===== src/hdl/ppw_pkg.sv =====
// shared types and constants of the projective point warp
// no dependencies
package ppw_pkg;

  localparam int COORD_FRAC_BITS = 16;
  localparam int PERSP_FRAC_BITS = 30;
  localparam int NUM_REGS        = 8;
  localparam int CFG_IDX_W       = 3;
  localparam int CFG_W           = 64;
  localparam int SUM_W           = 66;  // signed numerator and denominator sums
  localparam int MAG_W           = 66;  // magnitudes
  localparam int REM_W           = 67;  // shifted partial remainder
  localparam int QUO_W           = 33;  // quotient bits kept below the overflow check
  localparam int LOW_SHIFT       = QUO_W - PERSP_FRAC_BITS;  // numerator bits that go low

  localparam logic [CFG_IDX_W-1:0] REG_LIN_A    = 3'd0;
  localparam logic [CFG_IDX_W-1:0] REG_LIN_B    = 3'd1;
  localparam logic [CFG_IDX_W-1:0] REG_OFFSET_X = 3'd2;
  localparam logic [CFG_IDX_W-1:0] REG_LIN_C    = 3'd3;
  localparam logic [CFG_IDX_W-1:0] REG_LIN_D    = 3'd4;
  localparam logic [CFG_IDX_W-1:0] REG_OFFSET_Y = 3'd5;
  localparam logic [CFG_IDX_W-1:0] REG_PERSP    = 3'd6;
  localparam logic [CFG_IDX_W-1:0] REG_CONST_BD = 3'd7;

  localparam logic [31:0] SAT_POS = 32'h7FFF_FFFF;
  localparam logic [31:0] SAT_NEG = 32'h8000_0000;

  typedef struct packed {
    logic [31:0] a;
    logic [31:0] b;
    logic [31:0] ox;
    logic [31:0] c;
    logic [31:0] d;
    logic [31:0] oy;
    logic [31:0] g;
    logic [31:0] h;
    logic [31:0] i;
    logic [15:0] wmax;
    logic [15:0] hmax;
  } mat_t;

  // one coordinate lane of the divider
  typedef struct packed {
    logic             nneg;   // numerator negative
    logic             neg;    // quotient negative
    logic             nzero;  // numerator zero
    logic             ovf;    // quotient at least 2^QUO_W
    logic [REM_W-1:0] rem;
    logic [QUO_W-1:0] nlo;    // numerator bits still to shift in
    logic [QUO_W-1:0] quo;
  } lane_t;

  typedef struct packed {
    logic             vld;
    logic             dzero;
    logic [MAG_W-1:0] den;
    lane_t            lx;
    lane_t            ly;
  } div_t;

  typedef struct packed {
    logic        degenerate;
    logic        inside_res;
    logic [31:0] map_y;
    logic [31:0] map_x;
  } res_t;

endpackage


===== src/hdl/ppw_out.sv =====
// result forming, saturation, bounds test and output register with skid
// depends on ppw_pkg
module ppw_out import ppw_pkg::*; (
  input  logic        clk_i,
  input  logic        rst_ni,
  input  div_t        div_i,
  input  logic        push_i,
  input  logic [15:0] wmax_i,
  input  logic [15:0] hmax_i,
  input  logic        m_tready_i,
  output logic        m_tvalid_o,
  output res_t        res_o,
  output logic        en_o
);

  res_t res_d, out_q, skid_q;
  logic out_vld_q, skid_vld_q;

  function automatic logic [31:0] coord(lane_t l, logic [31:0] bound, output logic in_rng);
    logic [31:0] v;
    if (l.nzero) begin
      v      = '0;
      in_rng = 1'b1;
    end else if (l.neg) begin
      in_rng = 1'b0;
      if (l.ovf || l.quo > QUO_W'(SAT_NEG)) v = SAT_NEG;
      else v = 32'(-l.quo);
    end else begin
      in_rng = !l.ovf && ((l.quo < QUO_W'(bound)) ||
                          (l.quo == QUO_W'(bound) && l.rem == '0));
      if (l.ovf || l.quo[QUO_W-1] || l.quo[31]) v = SAT_POS;
      else v = l.quo[31:0];
    end
    return v;
  endfunction

  always_comb begin
    logic ix, iy;
    logic [31:0] wb, hb;
    wb = 32'(wmax_i) << COORD_FRAC_BITS;
    hb = 32'(hmax_i) << COORD_FRAC_BITS;
    res_d.map_x = coord(div_i.lx, wb, ix);
    res_d.map_y = coord(div_i.ly, hb, iy);
    res_d.inside_res = ix & iy;
    res_d.degenerate = 1'b0;
    if (div_i.dzero) begin
      res_d.map_x      = div_i.lx.nneg ? SAT_NEG : SAT_POS;
      res_d.map_y      = div_i.ly.nneg ? SAT_NEG : SAT_POS;
      res_d.inside_res = 1'b0;
      res_d.degenerate = 1'b1;
    end
  end

  always_ff @(posedge clk_i or negedge rst_ni) begin
    if (!rst_ni) begin
      out_vld_q  <= 1'b0;
      skid_vld_q <= 1'b0;
    end else if (!out_vld_q || m_tready_i) begin
      out_vld_q  <= skid_vld_q | push_i;
      skid_vld_q <= 1'b0;
    end else if (push_i) begin
      skid_vld_q <= 1'b1;
    end
  end

  always_ff @(posedge clk_i) begin
    if (!out_vld_q || m_tready_i) begin
      out_q <= skid_vld_q ? skid_q : res_d;
    end else if (push_i) begin
      skid_q <= res_d;
    end
  end

  assign m_tvalid_o = out_vld_q;
  assign res_o      = out_q;
  assign en_o       = !skid_vld_q;

endmodule


===== config.mk =====
export PLATFORM = sky130hd
export DESIGN_NAME = ppw_out
export DESIGN_NICKNAME = d
export VERILOG_FILES = /design/src/hdl/ppw_pkg.sv /design/src/hdl/ppw_out.sv
export SDC_FILE = /design/constraint.sdc
export NUM_CORES = 1
export LEC_CHECK = 0
export BUFFER_PORTS_ARGS = -buffer_cell sky130_fd_sc_hd__buf_2
export CORE_AREA = 8 8 167 169
export CTS_BUF_LIST = sky130_fd_sc_hd__clkbuf_8 sky130_fd_sc_hd__clkbuf_16
export DETAILED_ROUTE_END_ITERATION = 7
export DIE_AREA = 0 0 175 177
export GPL_TIMING_DRIVEN = 0
export PLACE_DENSITY_LB_ADDON = 0.3
export SLEW_MARGIN = 20
export SYNTH_ARGS = -nofsm -noshare
export SYNTH_HDL_FRONTEND = slang
export SYNTH_SLANG_ARGS = --single-unit

===== constraint.sdc =====
create_clock -name clk_i -period 7.5 [get_ports clk_i]
set_input_delay 0.375 -clock clk_i [delete_from_list [all_inputs] [get_ports clk_i]]
set_output_delay 0.375 -clock clk_i [all_outputs]
set_load 0.05 [all_outputs]

=== Word-level counts from Yosys, hierarchy flattened ===
Index checks and enable logic that the tools add are counted.

* Register bits: 134
* Input bits: 378
* Output and inout port bits: 68
* Word-level logic and storage cells: 60

* Add/subtract/negate cells: 2
* Magnitude comparators: 4
* Equal/unequal tests: 2
* Mux-type cells: 18
* Bitwise logic cells: 3
* Reductions and logical operators: 21

{| class="wikitable"
|+ Operator list
! cell !! number
|-
| 32-bit 2-to-1 mux || 10
|-
| 67-bit zero test || 2
|-
| 66-bit 2-to-1 mux || 2
|-
| 33-bit by 32-bit equality test with 1-bit output || 2
|-
| 33-bit by 32-bit greater-than comparator with 1-bit output, second input constant || 2
|-
| 33-bit by 32-bit less-than comparator with 1-bit output || 2
|-
| 32-bit negation || 2
|-
| 1-bit logical OR || 9
|-
| 1-bit 2-to-1 mux || 6
|-
| 1-bit logical AND || 4
|-
| 1-bit zero test || 4
|-
| 2-bit AND reduction || 1
|-
| 2-bit nonzero test || 1
|-
| 1-bit AND || 1
|-
| 1-bit inverter || 1
|-
| 1-bit bitwise OR || 1
|}

=== Depth between registers and ports, before layout ===
Gate-level depths: netlist (run 1).

* Word-level depth: 9
* Mapped depth: 9
* Gate-level depth less buffers: 8

=== Worst setup path after synthesis (run 1) ===
Ideal clock, no wire load.

* Path kind: register to register
* Start point: register out_vld_q, in the netlist m_tvalid_o
* End point: register skid_q[0] in the netlist's numbering, enable pin
* Setup time: 0.490 ns
* Arrival: 5.237 ns
* Data required time: 7.010 ns
* Slack: 1.774 ns
* Cell stages (with the launch flop): 3
* Path buffers: 0
* Clock period less this slack: 5.726 ns
* Cell sequence: dfrtp_1 nand2b_1 nor2_1

* Word-level cells in the longest chain between the ends: 4

{| class="wikitable"
|+ RTL lines
! item !! line !! RTL
|-
| start: declaration || ppw_out.sv:17 || <nowiki>logic out_vld_q, skid_vld_q;</nowiki>
|-
| start signal: assignment || ppw_out.sv:59 || <nowiki>out_vld_q <= skid_vld_q | push_i;</nowiki>
|-
| 1-bit zero test || ppw_out.sv:67 || <nowiki>if (!out_vld_q || m_tready_i) begin</nowiki>
|-
| 1-bit logical OR || ppw_out.sv:67 ||
|-
| 1-bit inverter (no source line) || - ||
|-
| 2-bit AND reduction (no source line) || - ||
|-
| end signal: assignment || ppw_out.sv:70 || <nowiki>skid_q <= res_d;</nowiki>
|-
| end: declaration || ppw_out.sv:16 || <nowiki>res_t res_d, out_q, skid_q;</nowiki>
|}

No other way between the ends.
A chain may end at the register's enable or synchronous reset.

=== Worst setup path in the final report (run 1) ===
* Start point: input port div_i[23] in the netlist's numbering
* End point: register out_q (netlist bit res_o[57]) (data pin)

* Word-level cells in the longest chain between the ends: 7
* Elaborated cells on any way between the ends: 8
* Those cells by class: 1 x add/sub; 1 x order compare; 5 x mux; 1 x reduce/logical

{| class="wikitable"
|+ RTL lines
! item !! line !! RTL
|-
| start: declaration || ppw_out.sv:6 || <nowiki>input div_t div_i,</nowiki>
|-
| 33-bit by 32-bit greater-than comparator with 1-bit output || ppw_out.sv:26 || <nowiki>if (l.ovf || l.quo > QUO_W'(SAT_NEG)) v = SAT_NEG;</nowiki>
|-
| 1-bit logical OR || ppw_out.sv:26 ||
|-
| 32-bit 2-to-1 mux (*) || ppw_out.sv:26 ||
|-
| 32-bit 2-to-1 mux (*) || ppw_out.sv:24 || <nowiki>end else if (l.neg) begin</nowiki>
|-
| 32-bit 2-to-1 mux (*) || ppw_out.sv:21 || <nowiki>if (l.nzero) begin</nowiki>
|-
| 66-bit 2-to-1 mux (*) || ppw_out.sv:46 || <nowiki>if (div_i.dzero) begin</nowiki>
|-
| 66-bit 2-to-1 mux (*) || ppw_out.sv:68 || <nowiki>out_q <= skid_vld_q ? skid_q : res_d;</nowiki>
|-
| end signal: assignment || ppw_out.sv:68 ||
|-
| end: declaration || ppw_out.sv:16 ||
|}

Mark *: on every way between the ends. The rest lies on a longest branch, timed or not.

==> metrics.md, run 1 <==
| Metric | Value |
|---|---|
| Status | `finished clean` |
| Synth warn | `0` |
| Fill count | `2517` |
| Worst Setup Start Kind | `primary input` |
| Final WL | `29600 µm` |
| Number of failing hold endpoints at the final stage | `0` |
| Yosys cell types | `58` |
| Clk root buf | `clkbuf_16` |
| Non-Filler Instances | `1520` |
| RSZ-0062 raised after global routing | `no` |
| Layout area overhead | `31.8%` |
| DR vias/cell | `5.30` |
| Synth Instances | `836` |
| Die area | `31000 µm²` |
| Nets | `1582` |
| Min-delay worst type | `in -> reg` |
| Tmin final | `2.81 ns` |
| Most used DFF post-synth | `edfxtp_1` |
| WS Path Type | `in -> reg` |
| Worst Path Arrival | `3.01 ns` |
| Area contributors post-synth | `edfxtp_1 (46%), ha_1 (5.0%), nor4_1 (3.5%)` |
| Clock slew seen by the registers of the worst setup and hold paths | `0.06 ns` |
| Power share of the clock group | `0.389` |
| Initial Util | `0.335` |
| Leakage power | `4.72 nW` |
| Initial drt markers | `625` |
| CP Max Fanout | `10` |
| GRT Overall Usage | `0.183` |
| Core area | `25500 µm²` |
| Synth Area in Compound Gates | `0.155` |
| Top Ports | `446` |
| Share of post-route cells with drive strength above 1 | `0.327` |
| Detailed placement HPWL | `23800 µm` |
| Synth Area in Simple Gates | `0.202` |
| Net load switching power | `0.707 mW` |
| Multiplexer share of the synthesized area | `0.0275` |
| Most common cell after layout, fill and taps aside | `buf_2` |
| Routed len/inst | `19.5 µm` |
| Maximum vdd drop | `0.000137 V` |
| Row count | `59` |
| Routing usage on met3 | `0.0444` |
| Commonest non-fill, non-tap cells in the layout | `buf_2 (315), edfxtp_1 (132), nor2_1 (57), nand2_1 (52), nor3_1 (50)` |
| Number of enable flip-flop cells after synthesis | `132` |
| Die Ht | `177 µm` |
| Sw frac | `0.298` |
| Yosys top cell by area | `edfxtp_1` |
| Final period util | `0.375` |
| Die Wd | `175 µm` |
| DRT antenna net count | `0` |
| CP Data Required Time | `7.70 ns` |
| Pint | `1.67 mW` |
| Largest net degree at the start of global routing | `49` |
| Slew margin rel. | `0.478` |
| # DRC | `0` |
| Slew at the pin closest to its max-slew limit | `0.776 ns` |
| Maxcap violations | `0` |
| Overflow after GRT | `0` |
| Hold WS | `0.190 ns` |
| H-tree levels | `4` |
| Syn Area/Cell | `10.2 µm²` |
| Total CTS buffers | `17` |
| Synthesized flop and latch total | `134` |
| Via count | `8050` |
| Cell area after synthesis | `8540 µm²` |
| Clk buf depth | `2` |
| RePlAce Congestion | `0.902` |
| Initial antenna violation count | `2` |
| Number of global-route vias before repair | `8179` |
| GR peak layer | `met2` |
| Asr flop ratio synth | `0.0149` |
| Syn nets | `1248` |
| Register-to-Register Setup Slack | `5.49 ns` |
| Register area share after synthesis | `0.470` |
| Seq pwr share | `0.387` |
| Clk Latency, worst-skew pair | `0.41 ns` |
| Input/output buffers | `311` |
| Post-placement cell count | `1485` |
| Global routing usage on met2 | `0.283` |
| Fin. max-slew vios | `0` |
| Post-synthesis adder-cell area fraction | `0.0498` |
| First-pass GRT wire length | `44900 µm` |
| Largest family of logic cells by synthesized area | `simple AND/OR/NAND/NOR gates` |
| Max Fclk | `355 MHz` |
| PwrDens | `211 nW/µm²` |
| Met1 Use GR | `0.250` |
| Post-CTS setup buffers | `0` |
| Combinational power share | `0.224` |
| Final Skew | `0.0160 ns` |
| Xor-xnor portion of the synthesized cell area | `0.0533` |
| CTS tree | `built` |
| First-pass detailed-route iteration total | `5` |
| Worst Setup End Kind | `flip-flop` |
| Clock sink count | `134` |
| Endpoints failing setup | `0` |
| Top-area cell type share of the netlist area | `0.464` |
[power by group through the flow]
stage	Sequential [mW]	Clock [mW]	Combinational, mW
after floorplan	1.09	0	0.176
after global placement	0.941	0	0.519
after CTS	0.920	0.940	0.535
after global routing	0.925	0.975	0.574
final	0.919	0.925	0.532
after detailed placement	0.935	0	0.533
[logic make-up (layout without fill, tap and decap cells)]
logic type | Yosys count | count (layout)
simple gates | 315 | 315
compound gates | 189 | 189
flops | 134 | 134
buf+inv | 91 | 438
xor+xnor | 52 | 52
fa+ha+maj | 34 | 34
mux | 21 | 21
other cells | 0 | 2
[metrics by stage]
| step | worst slack, ns | setup TNS [ns] | instance area, µm² | util | total power [mW] |
|---|---|---|---|---|---|
| after detailed placement | 4.22 | 0 | 10600 | 0.416 | 1.47 |
| after CTS | 4.65 | 0 | 11300 | 0.442 | 2.40 |
| final | 4.69 | 0 | 11300 | 0.442 | 2.38 |
| after global placement | -0.754 | -49.40 | 10500 | 0.413 | 1.46 |
| after global routing | 4.43 | 0 | 11300 | 0.442 | 2.47 |
| after floorplan | 1.77 | 0 | 8540 | - | 1.27 |
[cells in the mapped netlist, drive strengths merged (3+ instances only)]
master / count
and2: 5
nor4: 50
nand3: 12
xnor2: 24
nand4: 19
a21o: 8
and3: 3
edfxtp: 132
and4: 4
nand3b: 5
a21oi: 32
nand4b: 5
nor4b: 4
or4: 14
o31ai: 12
buf: 8
mux2: 20
ha: 34
a211o: 29
inv: 40
a31oi: 4
o21ai: 56
nand2b: 7
or3: 18
xor2: 28
clkbuf: 43
o41ai: 3
nor2: 58
a2bb2oi: 31
nor3: 51
nand2: 52
[final timing paths]
path | startpoint | end | cells after the start
worst min-delay path | push_i | m_tvalid_o | 3
worst max register to register | skid_vld_q | res_o[18] | 5
min in group asynchronous | rst_ni | skid_vld_q | 2
worst max-delay path | div_i[23] | res_o[57] | 8
max in group asynchronous | rst_ni | m_tvalid_o | 2
worst min register to register | skid_q[64] | res_o[64] | 2
[sequential cells by signal, indices dropped and copies added (netlist names)]
signal      count
m_tvalid_o      1
res_o          66
skid_q         66
skid_vld_q      1
[worst max-delay path, cell delays in order]
cell	delay [ns]
buf_2	0.15
or4_1	0.58
nor4_1	0.27
nor4b_1	0.40
a31oi_1	0.31
buf_2	0.27
nand2b_1	0.28
o21ai_0	0.37
[area by class of cell]
| type | instances | area (µm²) | area share |
|---|---|---|---|
| Tap cell | 335 | 419 | 0.0372 |
| Sequential cell | 134 | 4010 | 0.356 |
| Buffer | 51 | 211 | 0.0188 |
| Clock inverter | 14 | 208 | 0.0184 |
| Timing Repair Buffer | 315 | 1630 | 0.145 |
| Multi-Input combinational cell | 611 | 4180 | 0.371 |
| Clock buffer | 18 | 439 | 0.0390 |
| Inverter | 40 | 150 | 0.0133 |
| Antenna cell | 2 | 5.00 | 0.000444 |
[timing repair]
| item | in CTS | in global routing |
|---|---|---|
| hold buffers | 1 | 0 |
| resized for setup | 0 | 0 |
| endpoints found under the hold margin | 2 | 0 |
[layer usage]
metal	part of all wire	vias to the layer above
met1	0.46	3824
met4	0.017	0
met5	0	-
li1	-	3891
met2	0.46	304
met3	0.062	31
No activity file was read; power rests on OpenSTA's default activity.
==> run 2, diff against run 1 <==
==> constraint.sdc (replaced) <==
create_clock -name clk_i -period 2.85 [get_ports clk_i]
set_input_delay 0.1425 -clock clk_i [delete_from_list [all_inputs] [get_ports clk_i]]
set_output_delay 0.1425 -clock clk_i [all_outputs]
set_load 0.05 [all_outputs]
==> run 2 against run 1 <==
Against the previous run:
- sequential power rose to 2.6 times the previous value
- highest routed layer is now met5
- sequential cell count is the same
- largest power group is now registers
- register-to-register slack got worse by 5.1 ns
- clock power rose to 2.6 times the previous value
==> metrics.md, run 2 (synthesis gave the netlist of run 1 again) <==
| Metric | Value |
|---|---|
| Net load switching power | `1.93 mW (was 0.707 mW)` |
| Global routing usage on met2 | `0.290 (was 0.283)` |
| Tmin final | `2.59 ns` |
| Die area | `31000 µm² (unchanged)` |
| Die Wd | `175 µm (unchanged)` |
| Routing usage on met3 | `0.0384 (was 0.0444)` |
| Maxcap violations | `0 (unchanged)` |
| Final Skew | `0.0133 ns (was 0.0160 ns)` |
| Clk buf depth | `2 (unchanged)` |
| GR peak layer | `met2 (unchanged)` |
| Initial drt markers | `507 (was 625)` |
| RePlAce Congestion | `0.909 (was 0.902)` |
| DR vias/cell | `5.33 (was 5.30)` |
| Worst Path Arrival | `2.81 ns (was 3.01 ns)` |
| Nets | `1582 (unchanged)` |
| Number of failing hold endpoints at the final stage | `0 (unchanged)` |
| Maximum vdd drop | `0.000348 V (was 0.000137 V)` |
| Final period util | `0.909` |
| Input/output buffers | `311 (unchanged)` |
| Leakage power | `4.69 nW (was 4.72 nW)` |
| First-pass detailed-route iteration total | `5 (unchanged)` |
| Core area | `25500 µm² (unchanged)` |
| Combinational power share | `0.224 (about the same)` |
| Die Ht | `177 µm (unchanged)` |
| Layout area overhead | `31.5% (was 31.8%)` |
| Via count | `8095 (was 8050)` |
| Endpoints failing setup | `0 (unchanged)` |
| Detailed placement HPWL | `23800 µm (about the same)` |
| Clk root buf | `clkbuf_16 (unchanged)` |
| Placed Area | `10600 µm² (about the same)` |
| Overflow after GRT | `0 (unchanged)` |
| Slew margin rel. | `0.333 (was 0.478)` |
| Number of global-route vias before repair | `8222 (was 8179)` |
| Pint | `4.31 mW (was 1.67 mW)` |
| Worst Setup Start Kind | `primary input (unchanged)` |
| Commonest non-fill, non-tap cells in the layout | `buf_2 (315), edfxtp_1 (132), nor2_1 (57), nand2_1 (52), nor3_1 (50) (unchanged)` |
| Slew at the pin closest to its max-slew limit | `1.00 ns (was 0.776 ns)` |
| CP Data Required Time | `3.07 ns (was 7.70 ns)` |
| CTS tree | `built (unchanged)` |
| Sw frac | `0.309 (was 0.298)` |
| Fin util | `0.441 (was 0.442)` |
| PwrDens | `555 nW/µm² (was 211 nW/µm²)` |
| Share of post-route cells with drive strength above 1 | `0.327 (unchanged)` |
| Clock slew seen by the registers of the worst setup and hold paths | `0.06 ns (about the same)` |
| Clk Latency, worst-skew pair | `0.43 ns (was 0.41 ns)` |
| DRT antenna net count | `0 (unchanged)` |
| Min-delay worst type | `in -> async (was in -> reg)` |
| Antenna cell count | `0 (was 2)` |
| WS Path Type | `in -> reg (unchanged)` |
| Initial antenna violation count | `1 (was 2)` |
| Top Ports | `446 (unchanged)` |
| Setup TNS | `0 ns (unchanged)` |
| First-pass GRT wire length | `45300 µm (was 44900 µm)` |
| # DRC | `0 (unchanged)` |
| CP Max Fanout | `10 (unchanged)` |
| Fin. max-slew vios | `0 (unchanged)` |
| Total CTS buffers | `17 (unchanged)` |
| FF-to-FF path depth | `4 (was 5)` |
| Max Fclk | `386 MHz` |
| Row count | `59 (unchanged)` |
| Most common cell after layout, fill and taps aside | `buf_2 (unchanged)` |
| Post-CTS setup buffers | `0 (unchanged)` |
| Status | `finished clean (unchanged)` |
| Power, Total | `6.24 mW (was 2.38 mW)` |
| Power share of the clock group | `0.388 (was 0.389)` |
| Final WL | `29800 µm (was 29600 µm)` |
| RSZ-0062 raised after global routing | `no (unchanged)` |
| GRT Overall Usage | `0.185 (was 0.183)` |
| Worst Setup End Kind | `flip-flop (unchanged)` |
| Met1 Use GR | `0.256 (was 0.250)` |
| H-tree levels | `4 (unchanged)` |
| Routed len/inst | `19.6 µm (was 19.5 µm)` |
| Initial Util | `0.335 (unchanged)` |
| Clock sink count | `134 (unchanged)` |
| Post-route cell area | `11200 µm² (was 11300 µm²)` |
| Largest net degree at the start of global routing | `70 (was 49)` |
| Seq pwr share | `0.388 (was 0.387)` |
run 2: cell count changes in the layout (fill, tap and decap cells not counted):
| cell | change |
|---|---|
| buf_16 | -1 |
| bufinv_16 | -1 |
| clkbuf_8 | -1 |
| clkinv_2 | -3 |
| clkinv_4 | -1 |
| clkinvlp_4 | +1 |
| diode_2 | -2 |
| dlygate4sd3_1 | +1 |
| inv_1 | -1 |
| inv_6 | +4 |
| inv_8 | +2 |
| o21ai_0 | -1 |
| o21ai_1 | +1 |
run 2: stage by stage:
| stage | instances | setup slack, ns | hold WS (ns) |
|---|---|---|---|
| 2_1_floorplan | 836 | 0.129 | -0.153 |
| 3_3_place_gp | 1482 | -0.293 | -0.0714 |
| 3_5_place_dp | 1484 | -0.264 | -0.0671 |
| 4_1_cts | 1518 | 0.164 | 0.0139 |
| 5_1_grt | 1518 | 0.102 | 0.0350 |
| 6_report | 1518 | 0.259 | 0.0363 |
run 2: repair_timing:
action,in CTS,in global routing
resized for setup,0,1
setup endpoints to repair,0,1
hold buffers,2,0
hold endpoints to repair,4,0
run 2: routing by layer:
metal / wire (µm) / part of all wire / vias to the layer above
li1: - / - / 3896
met3: 1780 / 0.060 / 28
met2: 13800 / 0.46 / 305
met5: 13 / 0.00044 / -
met1: 13900 / 0.47 / 3864
met4: 345 / 0.012 / 2
run 2: layout make-up:
| type | instances | area (µm²) |
|---|---|---|
| sequential | 134 | 4010 |
| fill | 2521 | 14200 |
| timing repair buffer | 315 | 1620 |
| multi-input combinational | 611 | 4180 |
| buffer | 51 | 211 |
| clock buffer | 17 | 425 |
| clock inverter | 15 | 215 |
| inverter | 40 | 150 |
| tap | 335 | 419 |
run 2: final timing paths:
kind	end	from	slack [ns]
setup / recovery	res_o[52]	div_i[12]	0.26
hold / removal	m_tvalid_o	rst_ni	0.04
setup reg to reg	skid_q[43]	m_tvalid_o	0.42
hold reg to reg	res_o[64]	skid_q[64]	0.53
max in group asynchronous	skid_vld_q	rst_ni	2.72
min in group clk_i	skid_q[65]	div_i[340]	0.04
run 2: worst max-delay path, stage by stage:
cell,delay (ns)
buf_2,0.13
or4_1,0.63
nor4_4,0.47
and3_1,0.28
a31oi_1,0.26
buf_2,0.29
nand2b_1,0.27
o21ai_1,0.32
run 2: power by group through the flow:
stage          Sequential, mW  Combinational [mW]  Clock (mW)
2_1_floorplan            2.87               0.465           0
3_3_place_gp             2.47                1.37           0
3_5_place_dp             2.47                1.40           0
4_1_cts                  2.42                1.41        2.46
5_1_grt                  2.44                1.51        2.54
6_report                 2.42                1.40        2.42
